$ cat src/adaptive_scale_governor_defines.svh
// Assertion macros for the adaptive scale governor.
// Used by the top level; it needs clk and arst_n in scope.
`ifndef ADAPTIVE_SCALE_GOVERNOR_DEFINES_SVH
`define ADAPTIVE_SCALE_GOVERNOR_DEFINES_SVH

// The consequent must hold in the same cycle as the antecedent.
`define ASG_ASSERT_SAME(lbl, ante, cons, msg) \
	lbl: assert property (@(posedge clk) disable iff (!arst_n) (ante) |-> (cons)) \
		else $error(msg);

// The consequent must hold in the cycle after the antecedent.
`define ASG_ASSERT_NEXT(lbl, ante, cons, msg) \
	lbl: assert property (@(posedge clk) disable iff (!arst_n) (ante) |=> (cons)) \
		else $error(msg);

`endif

$ cat src/asg_pkg.sv
// Shared types, constants and table functions of the adaptive scale governor.
// No dependencies; imported by every module of the block.
package asg_pkg;

	localparam int NUM_LEVELS_DEF = 4;
	localparam int LVL_W = 3;

	localparam int DVD_W = 38;
	localparam int DVS_W = 20;
	localparam int MA_W = 20;
	localparam int MB_W = 16;
	localparam int MP_W = MA_W + MB_W;

	localparam logic [17:0] EV_CLAMP = 18'd250000;
	localparam logic [39:0] HOLD_US = 40'd1250000;
	localparam logic [39:0] COOL_US = 40'd1250000;
	localparam logic [39:0] EVAL_US = 40'd800000;
	localparam logic [39:0] NOBEN_US = 40'd4000000;
	localparam logic [31:0] DOWN_US = 32'd900000;
	localparam logic [31:0] GDOWN_US = 32'd500000;
	localparam logic [31:0] UP_US = 32'd4000000;

	localparam logic CFG_ENABLE = 1'b0;
	localparam logic CFG_PRESET = 1'b1;

	// Status flag bit positions.
	localparam int FB_VALID = 0;
	localparam int FB_UVALID = 1;
	localparam int FB_DEF = 2;
	localparam int FB_GEN = 3;
	localparam int FB_DPRESS = 4;
	localparam int FB_MISS = 5;
	localparam int FB_WSI = 6;
	localparam int FB_DROP = 7;
	localparam int FB_TRANS = 8;
	localparam int FB_CAD = 9;
	localparam int FB_TARG = 10;
	localparam int FB_MET = 11;

	typedef enum logic [3:0] {
		RSN_NONE = 4'd0,
		RSN_DISABLED = 4'd1,
		RSN_INVALID = 4'd2,
		RSN_TRANSITION = 4'd3,
		RSN_COOLDOWN = 4'd4,
		RSN_SMALL_FLOW = 4'd5,
		RSN_PRESSURE = 4'd6,
		RSN_GPRESSURE = 4'd7,
		RSN_EVALUATING = 4'd8,
		RSN_BENEFIT = 4'd9,
		RSN_REVERTED = 4'd10,
		RSN_NO_HEADROOM = 4'd11,
		RSN_HEADROOM = 4'd12
	} rsn_t;

	// Squared table scales (scale in units of 1/200, squared).
	localparam logic [15:0] SQ_TAB [3][8] = '{
		'{16'd40000, 16'd32400, 16'd25600, 16'd19600,
		  16'd19600, 16'd19600, 16'd19600, 16'd19600},
		'{16'd25600, 16'd19600, 16'd15625, 16'd12100,
		  16'd12100, 16'd12100, 16'd12100, 16'd12100},
		'{16'd12100, 16'd8100, 16'd4900, 16'd2500,
		  16'd2500, 16'd2500, 16'd2500, 16'd2500}
	};

	// Output scales in units of 1/65536, rounded to nearest.
	localparam logic [16:0] SCL_TAB [3][8] = '{
		'{17'd65536, 17'd58982, 17'd52429, 17'd45875,
		  17'd45875, 17'd45875, 17'd45875, 17'd45875},
		'{17'd52429, 17'd45875, 17'd40960, 17'd36045,
		  17'd36045, 17'd36045, 17'd36045, 17'd36045},
		'{17'd36045, 17'd29491, 17'd22938, 17'd16384,
		  17'd16384, 17'd16384, 17'd16384, 17'd16384}
	};

	function automatic logic [1:0] tab_row(logic [1:0] p);
		return (p == 2'd3) ? 2'd0 : p;
	endfunction

	function automatic logic [15:0] scale_sq(logic [1:0] p, logic [LVL_W-1:0] l);
		return SQ_TAB[tab_row(p)][l];
	endfunction

	function automatic logic [16:0] scale_val(logic [1:0] p, logic [LVL_W-1:0] l);
		return SCL_TAB[tab_row(p)][l];
	endfunction

	function automatic logic [39:0] sat40(logic [39:0] a, logic [39:0] b);
		logic [40:0] s;
		s = {1'b0, a} + {1'b0, b};
		return s[40] ? '1 : s[39:0];
	endfunction

	function automatic logic [31:0] sat32(logic [31:0] a, logic [31:0] b);
		logic [32:0] s;
		s = {1'b0, a} + {1'b0, b};
		return s[32] ? '1 : s[31:0];
	endfunction

endpackage

$ cat src/adaptive_scale_governor.sv
// Adaptive scale governor: one observation in, one scale decision out.
// An item passes through the load and flow quotients, the multiplier products, the
// predicted-total quotient and the decision, each quotient taken by the shared divider.
// One item at a time; the next item is accepted the cycle after the result is registered,
// and a result is not registered while an earlier result is still stalled.
// Asynchronous active-low reset sets level 0, enable on, preset 0 and clears all timers.
module adaptive_scale_governor
	import asg_pkg::*;
#(
	parameter int NUM_LEVELS = NUM_LEVELS_DEF
) (
	input  logic        clk,
	input  logic        arst_n,
	input  logic        cfg_we,
	input  logic [0:0]  cfg_index,
	input  logic [1:0]  cfg_data,
	input  logic        in_valid,
	output logic        in_stall,
	input  logic [19:0] elapsed_us,
	input  logic [19:0] frame_budget_us,
	input  logic [19:0] total_time_us,
	input  logic [19:0] flow_time_us,
	input  logic [9:0]  gpu_usage_tenths,
	input  logic [15:0] output_rate,
	input  logic [15:0] source_rate,
	input  logic [15:0] loss_rate,
	input  logic [11:0] status_flags,
	input  logic        restart,
	output logic        out_valid,
	input  logic        out_stall,
	output logic [16:0] scale,
	output logic [1:0]  level,
	output logic        changed,
	output logic [3:0]  reason_code,
	output logic [20:0] predicted_total_us,
	output logic [15:0] load_ratio,
	output logic [15:0] flow_ratio,
	output logic [9:0]  usage_reported,
	output logic [4:0]  pressure_bits
);

`include "adaptive_scale_governor_defines.svh"

	localparam logic [LVL_W:0] NUM_LV = (LVL_W + 1)'(NUM_LEVELS);
	localparam logic [LVL_W-1:0] LAST_LV = LVL_W'(NUM_LEVELS - 1);

	typedef enum logic [5:0] {
		S_IDLE = 6'b000001,
		S_DIVL = 6'b000010,
		S_DIVF = 6'b000100,
		S_MUL  = 6'b001000,
		S_DIVP = 6'b010000,
		S_DEC  = 6'b100000
	} state_t;

	state_t state_q;
	logic [2:0] mstep_q;

	// Configuration and governor state.
	logic             enable_q;
	logic [1:0]       preset_q;
	logic [LVL_W-1:0] level_q;
	logic [LVL_W-1:0] prior_q;
	logic [39:0]      obs_q, cool_q, hold_q, ts_q;
	logic [31:0]      pt_q, ht_q;
	logic             trial_q, ben_q;

	// Trial baseline, written before any read.
	logic [15:0] bld_q;
	logic [19:0] bflw_q, btot_q;
	logic [15:0] bsr_q, bor_q, bloss_q;
	logic [9:0]  buse_q;
	logic [3:0]  bflg_q;

	// Latched item and intermediate results.
	logic [19:0] el_q, bud_q, tot_q, flw_q;
	logic [9:0]  use_q;
	logic [15:0] or_q, sr_q, loss_q;
	logic [11:0] flg_q;
	logic        rst_q;
	logic [15:0] ld_q, fr_q;
	logic [20:0] pred_q;
	logic [MP_W-1:0] fdl_q, bc2_q, tc2_q;
	logic [MP_W:0]   num_q;

	// Output register.
	logic        out_valid_q;
	logic [16:0] scale_q;
	logic [1:0]  level_out_q;
	logic        chg_out_q;
	rsn_t        rsn_q;
	logic [20:0] pred_out_q;
	logic [15:0] ld_out_q, fr_out_q;
	logic [9:0]  use_out_q;
	logic [4:0]  pb_out_q;

	// Shared units.
	logic             div_start, div_done;
	logic [DVD_W-1:0] div_dvd, div_q;
	logic [DVS_W-1:0] div_dvs;
	logic [MA_W-1:0]  mul_a;
	logic [MB_W-1:0]  mul_b;
	logic [MP_W-1:0]  mul_p;
	logic [MP_W:0]    num_n;

	logic [15:0] c2, l2, h2, dl, dh;
	logic        commit;

	asg_div u_div (
		.clk      (clk),
		.arst_n   (arst_n),
		.start    (div_start),
		.dividend (div_dvd),
		.divisor  (div_dvs),
		.done     (div_done),
		.quotient (div_q)
	);

	asg_mul u_mul (
		.clk (clk),
		.a   (mul_a),
		.b   (mul_b),
		.p   (mul_p)
	);

	always_comb begin
		c2 = scale_sq(preset_q, level_q);
		l2 = scale_sq(preset_q, level_q + 1'b1);
		h2 = scale_sq(preset_q, level_q - 1'b1);
		dl = (c2 >= l2) ? c2 - l2 : '0;
		dh = (h2 >= c2) ? h2 - c2 : '0;
		num_n = {1'b0, tc2_q} + {1'b0, mul_p};
	end

	always_comb begin
		case (mstep_q)
			3'd0: begin
				mul_a = flw_q;
				mul_b = dl;
			end
			3'd1: begin
				mul_a = bud_q;
				mul_b = c2;
			end
			3'd2: begin
				mul_a = tot_q;
				mul_b = c2;
			end
			default: begin
				mul_a = flw_q;
				mul_b = dh;
			end
		endcase
	end

	always_comb begin
		div_start = 1'b0;
		div_dvd = DVD_W'({total_time_us, 12'd0});
		div_dvs = frame_budget_us;
		case (state_q)
			S_IDLE: begin
				div_start = in_valid;
			end
			S_DIVL: begin
				div_start = div_done;
				div_dvd = DVD_W'({flw_q, 12'd0});
				div_dvs = bud_q;
			end
			S_MUL: begin
				div_start = (mstep_q == 3'd4);
				div_dvd = DVD_W'(num_n);
				div_dvs = DVS_W'(c2);
			end
			default: begin
				div_start = 1'b0;
			end
		endcase
	end

	assign commit = (state_q == S_DEC) && (!out_valid_q || !out_stall);

	// Decision for one item, evaluated in the decision cycle.
	logic [17:0]      ev;
	logic [39:0]      obs_n, cool_d, hold_d, ts_d, hd;
	logic [31:0]      pt_d, ht_d, acc_t, confirm;
	logic [LVL_W-1:0] level_d, prior_d;
	logic             trial_d, ben_d, base_we;
	logic             chg, evalb, glob, comp, wsi_b, def_b;
	rsn_t             rsn;
	logic [15:0]      ld_o, fr_o;
	logic [9:0]       ur_o;
	logic [20:0]      pred_o;
	logic             f_valid, f_uv, f_def, f_gen, f_dp, f_miss, f_wsi, f_drop;
	logic             f_trans, f_cad, f_targ, f_met;
	logic             gpu_hi, wsiflow, gonly, ghead, retained, can_raise, ben_any;
	logic             ob, sb, cb, wb, gb, small_fl;

	always_comb begin
		f_valid = flg_q[FB_VALID];
		f_uv = flg_q[FB_UVALID];
		f_def = flg_q[FB_DEF];
		f_gen = flg_q[FB_GEN];
		f_dp = flg_q[FB_DPRESS];
		f_miss = flg_q[FB_MISS];
		f_wsi = flg_q[FB_WSI];
		f_drop = flg_q[FB_DROP];
		f_trans = flg_q[FB_TRANS];
		f_cad = flg_q[FB_CAD];
		f_targ = flg_q[FB_TARG];
		f_met = flg_q[FB_MET];

		ev = (el_q > 20'(EV_CLAMP)) ? EV_CLAMP : el_q[17:0];
		obs_n = sat40(obs_q, 40'(ev));

		comp = f_gen && (f_dp || f_miss || (24'(tot_q) * 24'd10 >= 24'(bud_q) * 24'd9));
		gpu_hi = f_uv && (use_q >= 10'd960);
		wsiflow = f_wsi && gpu_hi && f_def;
		gonly = 1'b0;
		ghead = !f_uv || (use_q <= 10'd880);
		retained = !f_gen && f_uv && ghead && !f_def && !f_drop;
		can_raise = (level_q != '0);

		ob = bflg_q[0] && f_cad && (23'(or_q) * 23'd50 >= 23'(bor_q) * 23'd51);
		sb = (bsr_q != '0) && (23'(sr_q) * 23'd100 >= 23'(bsr_q) * 23'd103);
		cb = bflg_q[1] && f_gen && (!comp ||
			(19'(ld_q) * 19'd5 + 19'd1024 <= 19'(bld_q) * 19'd5) ||
			((25'(flw_q) * 25'd25 <= 25'(bflw_q) * 25'd22) &&
			 (25'(tot_q) * 25'd20 <= 25'(btot_q) * 25'd19)));
		wb = bflg_q[2] && (bloss_q != '0) && (18'(loss_q) * 18'd4 <= 18'(bloss_q) * 18'd3);
		gb = bflg_q[3] && f_uv && (11'(use_q) + 11'd30 <= 11'(buse_q));
		ben_any = ben_q || ob || sb || cb || wb || gb;

		level_d = level_q;
		prior_d = prior_q;
		cool_d = cool_q;
		hold_d = hold_q;
		ts_d = ts_q;
		pt_d = pt_q;
		ht_d = ht_q;
		trial_d = trial_q;
		ben_d = ben_q;
		base_we = 1'b0;
		chg = 1'b0;
		evalb = trial_q;
		glob = 1'b0;
		wsi_b = 1'b0;
		def_b = 1'b0;
		rsn = RSN_NONE;
		ld_o = '0;
		fr_o = '0;
		ur_o = '0;
		pred_o = '0;
		hd = sat40(obs_n, HOLD_US);
		acc_t = '0;
		confirm = DOWN_US;
		small_fl = 1'b0;

		if (rst_q) begin
			level_d = '0;
			cool_d = '0;
			hold_d = '0;
			ts_d = '0;
			pt_d = '0;
			ht_d = '0;
			trial_d = 1'b0;
			ben_d = 1'b0;
			evalb = 1'b0;
			comp = 1'b0;
			rsn = enable_q ? RSN_NONE : RSN_DISABLED;
		end else if (!enable_q) begin
			comp = 1'b0;
			rsn = RSN_DISABLED;
		end else if (!f_valid || bud_q == '0) begin
			comp = 1'b0;
			if (trial_q) begin
				ts_d = sat40(ts_q, 40'(ev));
			end
			pt_d = '0;
			ht_d = '0;
			rsn = RSN_INVALID;
		end else begin
			ld_o = ld_q;
			fr_o = fr_q;
			ur_o = f_uv ? use_q : '0;
			glob = gpu_hi && (f_def || f_drop);
			gonly = glob && !comp;
			wsi_b = f_wsi;
			def_b = f_def;
			if (f_trans || obs_n < hold_q) begin
				if (trial_q) begin
					ts_d = sat40(ts_q, 40'(ev));
				end
				if (f_trans && hd > hold_q) begin
					hold_d = hd;
				end
				ht_d = '0;
				pt_d = glob ? sat32(pt_q, 32'(ev)) : '0;
				rsn = RSN_TRANSITION;
			end else if (trial_q) begin
				ben_d = ben_any;
				pt_d = '0;
				ht_d = '0;
				// The span is zero when the trial start lies ahead of observed time.
				if ({1'b0, obs_n} < {1'b0, ts_q} + {1'b0, EVAL_US}) begin
					evalb = 1'b1;
					rsn = RSN_EVALUATING;
				end else begin
					trial_d = 1'b0;
					evalb = 1'b0;
					if (ben_any) begin
						ben_d = 1'b0;
						rsn = RSN_BENEFIT;
					end else begin
						level_d = (prior_q < LAST_LV) ? prior_q : LAST_LV;
						chg = 1'b1;
						rsn = RSN_REVERTED;
						cool_d = sat40(obs_n, NOBEN_US);
					end
				end
			end else if (obs_n < cool_q) begin
				pt_d = '0;
				ht_d = '0;
				rsn = RSN_COOLDOWN;
			end else if ((comp || glob || wsiflow) && ({1'b0, level_q} + 1'b1 < NUM_LV)) begin
				small_fl = (24'(flw_q) * 24'd10 < 24'(bud_q)) ||
					(44'(fdl_q) * 44'd100 < 44'(bc2_q) * 44'd3) ||
					(gonly && (24'(tot_q) * 24'd10 < 24'(bud_q) * 24'd4));
				if (small_fl) begin
					pt_d = '0;
					ht_d = '0;
					rsn = RSN_SMALL_FLOW;
				end else begin
					acc_t = sat32(pt_q, 32'(ev));
					ht_d = '0;
					confirm = glob ? GDOWN_US : DOWN_US;
					if (acc_t >= confirm) begin
						trial_d = 1'b1;
						ben_d = 1'b0;
						prior_d = level_q;
						ts_d = obs_n;
						base_we = 1'b1;
						level_d = level_q + 1'b1;
						chg = 1'b1;
						evalb = 1'b1;
						rsn = glob ? RSN_GPRESSURE : RSN_PRESSURE;
						cool_d = sat40(obs_n, COOL_US);
						pt_d = '0;
					end else begin
						pt_d = acc_t;
					end
				end
			end else begin
				pt_d = '0;
				if (can_raise && !f_miss && (f_gen || retained) && !f_def && !f_drop &&
					!f_wsi && (!f_targ || f_met) && ghead) begin
					pred_o = pred_q;
					if (45'(num_q) * 45'd100 > 45'(bc2_q) * 45'd82) begin
						ht_d = '0;
						rsn = RSN_NO_HEADROOM;
					end else begin
						acc_t = sat32(ht_q, 32'(ev));
						if (acc_t >= UP_US) begin
							level_d = level_q - 1'b1;
							chg = 1'b1;
							rsn = RSN_HEADROOM;
							cool_d = sat40(obs_n, COOL_US);
							ht_d = '0;
						end else begin
							ht_d = acc_t;
						end
					end
				end else begin
					ht_d = '0;
					rsn = can_raise ? RSN_NO_HEADROOM : RSN_NONE;
				end
			end
		end
	end

	// Sequencer, governor state and configuration.
	always_ff @(posedge clk or negedge arst_n) begin
		if (!arst_n) begin
			state_q <= S_IDLE;
			mstep_q <= '0;
			out_valid_q <= 1'b0;
			enable_q <= 1'b1;
			preset_q <= '0;
			level_q <= '0;
			prior_q <= '0;
			obs_q <= '0;
			cool_q <= '0;
			hold_q <= '0;
			ts_q <= '0;
			pt_q <= '0;
			ht_q <= '0;
			trial_q <= 1'b0;
			ben_q <= 1'b0;
		end else begin
			if (out_valid_q && !out_stall && !commit) begin
				out_valid_q <= 1'b0;
			end
			case (state_q)
				S_IDLE: begin
					if (in_valid) begin
						state_q <= S_DIVL;
					end
				end
				S_DIVL: begin
					if (div_done) begin
						state_q <= S_DIVF;
					end
				end
				S_DIVF: begin
					if (div_done) begin
						mstep_q <= '0;
						state_q <= S_MUL;
					end
				end
				S_MUL: begin
					mstep_q <= mstep_q + 1'b1;
					if (mstep_q == 3'd4) begin
						state_q <= S_DIVP;
					end
				end
				S_DIVP: begin
					if (div_done) begin
						state_q <= S_DEC;
					end
				end
				S_DEC: begin
					if (commit) begin
						out_valid_q <= 1'b1;
						state_q <= S_IDLE;
						level_q <= level_d;
						prior_q <= prior_d;
						if (!rst_q && enable_q) begin
							obs_q <= obs_n;
						end else if (rst_q) begin
							obs_q <= '0;
						end
						cool_q <= cool_d;
						hold_q <= hold_d;
						ts_q <= ts_d;
						pt_q <= pt_d;
						ht_q <= ht_d;
						trial_q <= trial_d;
						ben_q <= ben_d;
					end
				end
				default: begin
					state_q <= S_IDLE;
				end
			endcase
			if (cfg_we) begin
				case (cfg_index)
					CFG_ENABLE: begin
						if (cfg_data[0] != enable_q) begin
							enable_q <= cfg_data[0];
							level_q <= '0;
							obs_q <= '0;
							cool_q <= '0;
							hold_q <= '0;
							ts_q <= '0;
							pt_q <= '0;
							ht_q <= '0;
							trial_q <= 1'b0;
							ben_q <= 1'b0;
						end
					end
					CFG_PRESET: begin
						if (cfg_data != preset_q) begin
							preset_q <= cfg_data;
							level_q <= '0;
							obs_q <= '0;
							cool_q <= '0;
							hold_q <= '0;
							ts_q <= '0;
							pt_q <= '0;
							ht_q <= '0;
							trial_q <= 1'b0;
							ben_q <= 1'b0;
						end
					end
					default: begin
						enable_q <= enable_q;
					end
				endcase
			end
		end
	end

	// Item payload, intermediate results, baseline and output payload.
	always_ff @(posedge clk) begin
		if (state_q == S_IDLE && in_valid) begin
			el_q <= elapsed_us;
			bud_q <= frame_budget_us;
			tot_q <= total_time_us;
			flw_q <= flow_time_us;
			use_q <= gpu_usage_tenths;
			or_q <= output_rate;
			sr_q <= source_rate;
			loss_q <= loss_rate;
			flg_q <= status_flags;
			rst_q <= restart;
		end
		if (state_q == S_DIVL && div_done) begin
			ld_q <= (div_q > DVD_W'(16'hFFFF)) ? 16'hFFFF : div_q[15:0];
		end
		if (state_q == S_DIVF && div_done) begin
			fr_q <= (div_q > DVD_W'(16'hFFFF)) ? 16'hFFFF : div_q[15:0];
		end
		if (state_q == S_MUL) begin
			case (mstep_q)
				3'd1: fdl_q <= mul_p;
				3'd2: bc2_q <= mul_p;
				3'd3: tc2_q <= mul_p;
				3'd4: num_q <= num_n;
				default: begin
				end
			endcase
		end
		if (state_q == S_DIVP && div_done) begin
			pred_q <= (div_q > DVD_W'(21'h1FFFFF)) ? 21'h1FFFFF : div_q[20:0];
		end
		if (commit && base_we) begin
			bld_q <= ld_q;
			bflw_q <= flw_q;
			btot_q <= tot_q;
			bsr_q <= sr_q;
			bor_q <= or_q;
			bloss_q <= loss_q;
			buse_q <= use_q;
			bflg_q <= {glob, f_wsi, comp, f_cad};
		end
		if (commit) begin
			scale_q <= scale_val(preset_q, level_d);
			level_out_q <= level_d[1:0];
			chg_out_q <= chg;
			rsn_q <= rsn;
			pred_out_q <= pred_o;
			ld_out_q <= ld_o;
			fr_out_q <= fr_o;
			use_out_q <= ur_o;
			pb_out_q <= {evalb, def_b, wsi_b, comp, glob};
		end
	end

	assign in_stall = (state_q != S_IDLE);
	assign out_valid = out_valid_q;
	assign scale = scale_q;
	assign level = level_out_q;
	assign changed = chg_out_q;
	assign reason_code = rsn_q;
	assign predicted_total_us = pred_out_q;
	assign load_ratio = ld_out_q;
	assign flow_ratio = fr_out_q;
	assign usage_reported = use_out_q;
	assign pressure_bits = pb_out_q;

	// A trial only exists after a step down, so the level cannot be level zero.
	`ASG_ASSERT_SAME(a_trial_level, trial_q, level_q != '0, "trial active at level zero")
	`ASG_ASSERT_NEXT(a_commit_out, commit, out_valid_q && state_q == S_IDLE, "commit lost")
	`ASG_ASSERT_SAME(a_change_reason, out_valid_q && chg_out_q,
		rsn_q == RSN_PRESSURE || rsn_q == RSN_GPRESSURE || rsn_q == RSN_REVERTED ||
		rsn_q == RSN_HEADROOM, "level change without a changing reason")
	`ASG_ASSERT_SAME(a_level_range, state_q == S_IDLE, {1'b0, level_q} < NUM_LV,
		"level beyond table")

endmodule

$ cat src/asg_div.sv
// Restoring divider, one quotient bit per cycle, shared by all quotients.
// Depends on asg_pkg for the operand widths.
module asg_div
	import asg_pkg::*;
(
	input  logic             clk,
	input  logic             arst_n,
	input  logic             start,
	input  logic [DVD_W-1:0] dividend,
	input  logic [DVS_W-1:0] divisor,
	output logic             done,
	output logic [DVD_W-1:0] quotient
);

	localparam int CNT_W = $clog2(DVD_W + 1);

	logic             busy_q;
	logic             done_q;
	logic [CNT_W-1:0] cnt_q;
	logic [DVD_W-1:0] acc_q;
	logic [DVS_W-1:0] rem_q;
	logic [DVS_W-1:0] dvs_q;
	logic [DVS_W:0]   rem_sh;
	logic [DVS_W:0]   rem_sub;
	logic             qbit;

	always_comb begin
		rem_sh = {rem_q, acc_q[DVD_W-1]};
		qbit = rem_sh >= {1'b0, dvs_q};
		rem_sub = rem_sh - {1'b0, dvs_q};
	end

	always_ff @(posedge clk or negedge arst_n) begin
		if (!arst_n) begin
			busy_q <= 1'b0;
			done_q <= 1'b0;
			cnt_q <= '0;
		end else if (start) begin
			busy_q <= 1'b1;
			done_q <= 1'b0;
			cnt_q <= CNT_W'(DVD_W);
		end else if (busy_q) begin
			cnt_q <= cnt_q - 1'b1;
			if (cnt_q == CNT_W'(1)) begin
				busy_q <= 1'b0;
				done_q <= 1'b1;
			end
		end else begin
			done_q <= 1'b0;
		end
	end

	always_ff @(posedge clk) begin
		if (start) begin
			acc_q <= dividend;
			rem_q <= '0;
			dvs_q <= divisor;
		end else if (busy_q) begin
			acc_q <= {acc_q[DVD_W-2:0], qbit};
			rem_q <= qbit ? rem_sub[DVS_W-1:0] : rem_sh[DVS_W-1:0];
		end
	end

	assign done = done_q;
	assign quotient = acc_q;

endmodule

$ cat src/asg_mul.sv
// Shared multiplier with a registered product.
// Depends on asg_pkg for the operand widths.
module asg_mul
	import asg_pkg::*;
(
	input  logic            clk,
	input  logic [MA_W-1:0] a,
	input  logic [MB_W-1:0] b,
	output logic [MP_W-1:0] p
);

	logic [MP_W-1:0] p_q;

	always_ff @(posedge clk) begin
		p_q <= MP_W'(a) * MP_W'(b);
	end

	assign p = p_q;

endmodule
$ cat config.mk
export PLATFORM = sky130hd
export DESIGN_NAME = adaptive_scale_governor
export DESIGN_NICKNAME = d
export VERILOG_FILES = /design/src/asg_pkg.sv /design/src/adaptive_scale_governor.sv /design/src/asg_div.sv /design/src/asg_mul.sv
export VERILOG_INCLUDE_DIRS = /design/src /design/src/src
export SDC_FILE = /design/constraint.sdc
export NUM_CORES = 2
export LEC_CHECK = 0
export BUFFER_PORTS_ARGS = -buffer_cell sky130_fd_sc_hd__buf_2
export CORE_ASPECT_RATIO = 0.75
export CORE_MARGIN = 10
export CORE_UTILIZATION = 65
export DETAILED_ROUTE_END_ITERATION = 8
export PLACE_DENSITY_LB_ADDON = 0.3
export SLEW_MARGIN = 20
export SYNTH_ARGS = -nofsm -noshare
export SYNTH_HDL_FRONTEND = slang
export SYNTH_SLANG_ARGS = --single-unit
export TNS_END_PERCENT = 50
$ cat constraint.sdc
create_clock -name clk -period 16.9 [get_ports clk]
set_input_delay 3.38 -clock clk [delete_from_list [all_inputs] [get_ports clk]]
set_output_delay 3.38 -clock clk [all_outputs]
set_load 0.02 [all_outputs]
Yosys cells after proc, flatten, opt, wreduce, memory -nomap -nowiden
Index checks and enable logic that the tools add are counted.
{"block": "op_classes", "n_mux": 234, "n_bitwise": 15, "addsub": 18, "magnitude_cmp": 33, "eq_ne": 22, "n_mul": 19, "n_reduce_logical": 93}
{"cell": "40-bit two-way mux", "count": 55}
{"cell": "32-bit two-way mux", "count": 32}
{"cell": "40-bit one-hot mux with 2 select lines", "count": 4}
{"cell": "136-bit binary-select mux with 2-bit select", "count": 1}
{"cell": "136-bit two-way mux", "count": 2}
{"cell": "128-bit binary-select mux with 2-bit select", "count": 1}
{"cell": "128-bit two-way mux", "count": 2}
{"cell": "16-bit binary-select mux with 3-bit select", "count": 3}
{"cell": "16-bit two-way mux", "count": 9}
{"cell": "32-bit one-hot mux with 2 select lines", "count": 2}
{"cell": "40-bit by 18-bit adder with 41-bit output", "count": 2}
{"cell": "40-bit < comparator", "count": 2}
{"cell": "20-bit one-hot mux with 2 select lines", "count": 2}
{"cell": "38-bit two-way mux", "count": 2}
{"cell": "37-bit one-hot mux with 2 select lines", "count": 1}
{"cell": "20-bit by 3-bit multiplier with 23-bit output, second input constant", "count": 3}
{"cell": "3-bit two-way mux", "count": 23}
{"cell": "32-bit by 18-bit adder with 33-bit output", "count": 2}
{"cell": "1-bit two-way mux", "count": 60}
{"cell": "17-bit binary-select mux with 3-bit select", "count": 1}
{"cell": "25-bit less-or-equal comparator", "count": 2}
{"cell": "20-bit by 5-bit multiplier with 25-bit output, second input constant", "count": 2}
{"cell": "20-bit by 4-bit multiplier with 24-bit output, second input constant", "count": 2}
{"cell": "6-bit two-way mux", "count": 8}
{"cell": "92 further kinds", "count": 211}
{"block": "totals", "register_bits": 926, "output_inout_bits": 94, "inputBits": 159, "wordCells": 491}

Longest topological paths before layout
{"block": "depth", "word_depth": 25, "depth_mapped": 57}

By module
A second synthesis with hierarchy kept.
{"block": "unflattened", "hier_cells": 11077, "area_unflattened_um2": 100387.5}
{"module": "adaptive_scale_governor", "area_per_inst_um2": 84811.3, "instances": 1, "cells_per_inst": 9475}
{"module": "asg_mul", "area_per_inst_um2": 11034.3, "instances": 1, "cells_per_inst": 1214}
{"module": "asg_div", "area_per_inst_um2": 4541.9, "instances": 1, "cells_per_inst": 388}

Worst setup path before layout
Ideal clock, no wire load.
{"block": "synth_timing", "path_type": "flip-flop to flip-flop", "start": "reg level_q[0]", "end": "reg u_mul.p_q[34] (netlist: u_mul.p[34])", "setup_slack_ns": 5.030, "required_ns": 16.828, "path_stages_with_launch": 52, "arrival_time_ns": 11.798, "setup_time_ns": 0.072, "path_cell_list": "dfrtp_1 clkbuf_1 clkinv_1 ha_1 clkbuf_1 inv_1 o21ai_0 o21ai_0 ha_1 nor2b_1 o21ai_0 a21boi_0 o21a_1 o21a_1 o21ai_0 a21boi_0 o21a_1 o21a_1 [16 not listed] inv_1 fa_1 fa_1 ha_1 and3_1 a21oi_1 o21ai_0 o41a_1 a41oi_1 a211oi_1 a211o_1 nand2_1 o21ai_0 o211a_1 o21a_1 o21a_1 o41ai_1 xnor2_1"}
{"block": "synth_between", "elab_chain_cells": 9, "word_cells_on_any_way": 22}
{"item": "from (decl)", "line": "adaptive_scale_governor.sv:62", "text": "logic [LVL_W-1:0] level_q;"}
{"item": "from (signal assigned)", "line": "adaptive_scale_governor.sv:434", "text": "level_q <= level_d;"}
{"item": "3-bit by 1-bit subtractor with 3-bit output or 3-bit by 1-bit adder with 3-bit output (tied branches)", "line": "adaptive_scale_governor.sv:129, adaptive_scale_governor.sv:128"}
{"item": "3-bit NOT with 4-bit output (not written as such)", "line": "asg_pkg.sv:81", "text": "return SQ_TAB[tab_row(p)][l];"}
{"item": "16-bit binary-select mux with 3-bit select", "line": "asg_pkg.sv:81"}
{"item": "16-bit two-way mux (not written as such) (2 in series)", "line": "asg_pkg.sv:81"}
{"item": "16-bit subtractor (tied with other cells)", "line": "adaptive_scale_governor.sv:131", "text": "dh = (h2 >= c2) ? h2 - c2 : '0;"}
{"item": "16-bit two-way mux, on equally long branches", "line": "adaptive_scale_governor.sv:131, adaptive_scale_governor.sv:130"}
{"item": "16-bit one-hot mux with 2 select lines (*)", "line": "adaptive_scale_governor.sv:136", "text": "case (mstep_q)"}
{"item": "20-bit by 16-bit multiplier with 36-bit output (*)", "line": "asg_mul.sv:15", "text": "p_q <= MP_W'(a) * MP_W'(b);"}
{"item": "to (signal assigned)", "line": "asg_mul.sv:15"}
{"item": "to (decl)", "line": "asg_mul.sv:12", "text": "logic [MP_W-1:0] p_q;"}
Mark *: on every way between the ends. The rest lies on a longest branch, timed or not. The select of a mux whose other input is x is not followed.
A chain may end at the register's enable or synchronous reset.

Worst setup path after layout
{"block": "layout_timing", "start": "reg level_q[1]", "end": "reg u_mul.p_q[35] (netlist: u_mul.p[35])"}
Same word-level chain as after synthesis.

==> load_flow_metrics.sql <==
INSERT INTO impl_metrics (metric_group, metric, value, unit) VALUES
('placement', 'post-dp-hpwl', '242000', 'µm'),
('critical_path', 'timing.critical_path.slowest_stage_cell', 'sky130_fd_sc_hd__a22o_1', ''),
('clock_network', 'clock_tree_from_tritoncts', 'done', ''),
('cells_and_area', 'layout-drive-gt1-share', '6.18', '%'),
('power', 'vdd.ir_drop.worst', '573', 'µV'),
('critical_path', 'worstPathArrival', '13.84', 'ns'),
('global_routing', 'antenna_violations_before_repair', '21', ''),
('clock_network', 'ctsResizeCount', '0', ''),
('floorplan', 'die_h', '357', 'µm'),
('clock_network', 'clock_insertion_delay_worst_skew', '0.80', 'ns'),
('yosys', 'yosysWarningCount', '0', ''),
('drt', 'detailed_route_iter0_violations', '9656', ''),
('clock_network', 'post_cts_hold_buffer_count', '0', ''),
('sta', 'period_needed', '13.21', 'ns'),
('cells_and_area', 'utilization', '70.3', '%'),
('outcome', 'outcome', 'completed', ''),
('min_path', 'worst_hold_path_type', 'flip-flop to flip-flop', ''),
('job', 'max-cap-violations', '0', ''),
('clock_network', 'cts_max_path_buffers', '3', ''),
('floorplan', 'start_util', '65.6', '%'),
('min_path', 'hold_path_depth', '0', ''),
('yosys', 'synth_top_cells_by_count', 'sky130_fd_sc_hd__inv_1, sky130_fd_sc_hd__ha_1, sky130_fd_sc_hd__nand2_1', ''),
('yosys', 'ys_seq_elements', '919', ''),
('yosys', 'mappedNetlistArea', '98600', 'µm²'),
('yosys', 'ys_top_cells_by_area', 'sky130_fd_sc_hd__ha_1, sky130_fd_sc_hd__edfxtp_1, sky130_fd_sc_hd__fa_1', ''),
('yosys', 'seq_area_frac_synth', '26.1', '%'),
('yosys', 'count_of_flip_flops_with_a_built_in_enable_after_synthesis', '610', ''),
('yosys', 'avgSynthCellArea', '9.05', 'µm²'),
('floorplan', 'area_of_the_die', '168000', 'µm²'),
('drt', 'detail_route.vias_per_cell', '6.38', ''),
('sta', 'setup_tns', '0', 'ns'),
('critical_path', 'critical_path_class', 'flip-flop to flip-flop', ''),
('cells_and_area', 'multi_input_comb_area', '65300', 'µm²'),
('cells_and_area', 'areaGrowthSynthToFinish', '7.09', '%'),
('sta', 'timing.clock.skew', '0.0721', 'ns'),
('critical_path', 'critPathMaxStageDelay', '0.85', 'ns'),
('sta', 'report.final.hold_viol_count', '0', ''),
('floorplan', 'die_width', '470', 'µm'),
('placement', 'gpl.final_weighted_congestion', '1.03', ''),
('drt', 'drt_wl_total', '308000', 'µm'),
('clock_network', 'cts_inserted_buffers', '100', ''),
('critical_path', 'reg2reg_depth', '48', ''),
('placement', 'total_of_buffers_placed_on_input_and_output_ports', '252', ''),
('clock_network', 'postCtsSetupBuffers', '0', ''),
('global_routing', 'globalRoute.totalOverflow', '0', ''),
('sta', 'timing.fmax', '0.0757', 'GHz'),
('yosys', 'yosysTopAreaCellShare', '20.8', '%'),
('yosys', 'synthMostInstantiatedCell', 'sky130_fd_sc_hd__inv_1', ''),
('clock_network', 'root_buf_cell', 'sky130_fd_sc_hd__clkbuf_16', ''),
('power', 'p_leak', '51.4', 'nW'),
('drt', 'detailroute.via_count', '83900', ''),
('yosys', 'post_synth_inst_count', '10900', ''),
('critical_path', 'critical_path_required', '17.52', 'ns'),
('critical_path', 'end_kind', 'flip-flop', ''),
('cells_and_area', 'finalNetCount', '13300', ''),
('critical_path', 'crit_path_max_fanout', '16', ''),
('floorplan', 'coreArea', '150000', 'µm²'),
('cells_and_area', 'number_of_filler_instances_in_the_final_layout', '11300', ''),
('sta', 'period_share', '78.2', '%'),
('sta', 'worst_pin_slew', '1.20', 'ns'),
('drt', 'wire_per_inst', '23.4', 'µm'),
('yosys', 'synthArstFlopShare', '27.5', '%'),
('clock_network', 'cts-htree-levels', '3', ''),
('sta', 'final-setup-viol-count', '0', ''),
('cells_and_area', 'regArea', '25800', 'µm²'),
('sta', 'slew-limit-headroom', '19.5', '%'),
('floorplan', 'placementRows', '123', ''),
('critical_path', 'reg2reg_setup_slack', '3.69', 'ns'),
('global_routing', 'gr_util_all_layers', '35.6', '%'),
('drt', 'remaining_antenna_violation_count_after_routing', '0', ''),
('sta', 'drv_slew', '0', '');
[final timing paths]
check                                 from             end
worst min-delay path             loss_q[9]      bloss_q[9]
max in group asynchronous           arst_n  u_div.cnt_q[4]
worst min register to register   loss_q[9]      bloss_q[9]
worst max-delay path            level_q[1]     u_mul.p[35]
worst max register to register  level_q[1]     u_mul.p[35]
min in group asynchronous           arst_n        pt_q[28]
[final cells by class]
cell class,instances,area share (%)
Antenna cell,7,0.0166
Clock buffer,130,2.56
Clock inverter,59,0.663
Inverter,1725,6.14
Multi-Input combinational cell,7942,61.8
Sequential cell,919,24.4
Tap cell,2000,2.37
Timing Repair Buffer,369,2.03
[critical path, delay by kind of cell, from the launching register on]
family | cells | cell delay (ns)
flip-flops | 1 | 0.62
buffers and inverters | 4 | 0.36
AO/OA/AOI/OAI | 26 | 6.50
AND/OR/NAND/NOR | 7 | 1.28
adder cells (fa/ha/maj) | 9 | 3.68
XOR/XNOR | 2 | 0.64
[placed cells by master (no fill, tap or decap), types with 251 or more instances in the layout]
cell type and instances:
sky130_fd_sc_hd__ha_1 1637, sky130_fd_sc_hd__o21ai_0 509, sky130_fd_sc_hd__nand2_1 797, sky130_fd_sc_hd__xnor2_1 400, sky130_fd_sc_hd__fa_1 486, sky130_fd_sc_hd__dfrtp_1 251, sky130_fd_sc_hd__nor2_1 718, sky130_fd_sc_hd__buf_2 251
sky130_fd_sc_hd__a21oi_1 630, sky130_fd_sc_hd__inv_1 1717, sky130_fd_sc_hd__edfxtp_1 610
[flip-flops by register name, indices dropped and copies added, names as in the netlist, 37 cells and up]
signal,cells
obs_q,40
hold_q,40
num_q,37
u_div.quotient,38
ts_q,40
cool_q,40
[per-layer routing]
metal / vias to the layer above / track usage (%) / part of all wire (%)
li1: 38300 / - / -
met1: 40400 / 49.9 / 42
met2: 4461 / 52.8 / 41
met3: 729 / 9.96 / 12
met4: 16 / 12.9 / 4.2
met5: - / 0 / 0.039
[logic make-up after synthesis]
group | share of synthesized area [%]
and+or+nand+nor | 13.4
AOI/OAI and AO/OA | 16.4
adders and majority gates | 30.7
buffers and inverters | 7.82
DFF | 26.1
xor gates and xnor gates | 5.13
muxes | 0.476
[metrics by stage]
stage | hold slack, ns | instances | total power [W] | setup slack [ns] | instance area [µm²]
after floorplan | 0.433 | 10900 | 0.0118 | 5.03 | 98600
after CTS | 0.458 | 13100 | 0.0171 | 4.00 | 106000
after global routing | 0.480 | 13100 | 0.0189 | 2.81 | 106000
after global placement | 0.456 | 13000 | 0.0142 | 4.18 | 102000
after detailed placement | 0.443 | 13000 | 0.0146 | 4.01 | 102000
final | 0.461 | 13200 | 0.0173 | 3.69 | 106000
[power breakdown]
part	internal, W	switching, W
Clock	0.00129	0.00106
Combinational	0.00487	0.00685
Sequential	0.00285	0.000344
Total	0.00901	0.00825
(Power assumes the default switching activity.)
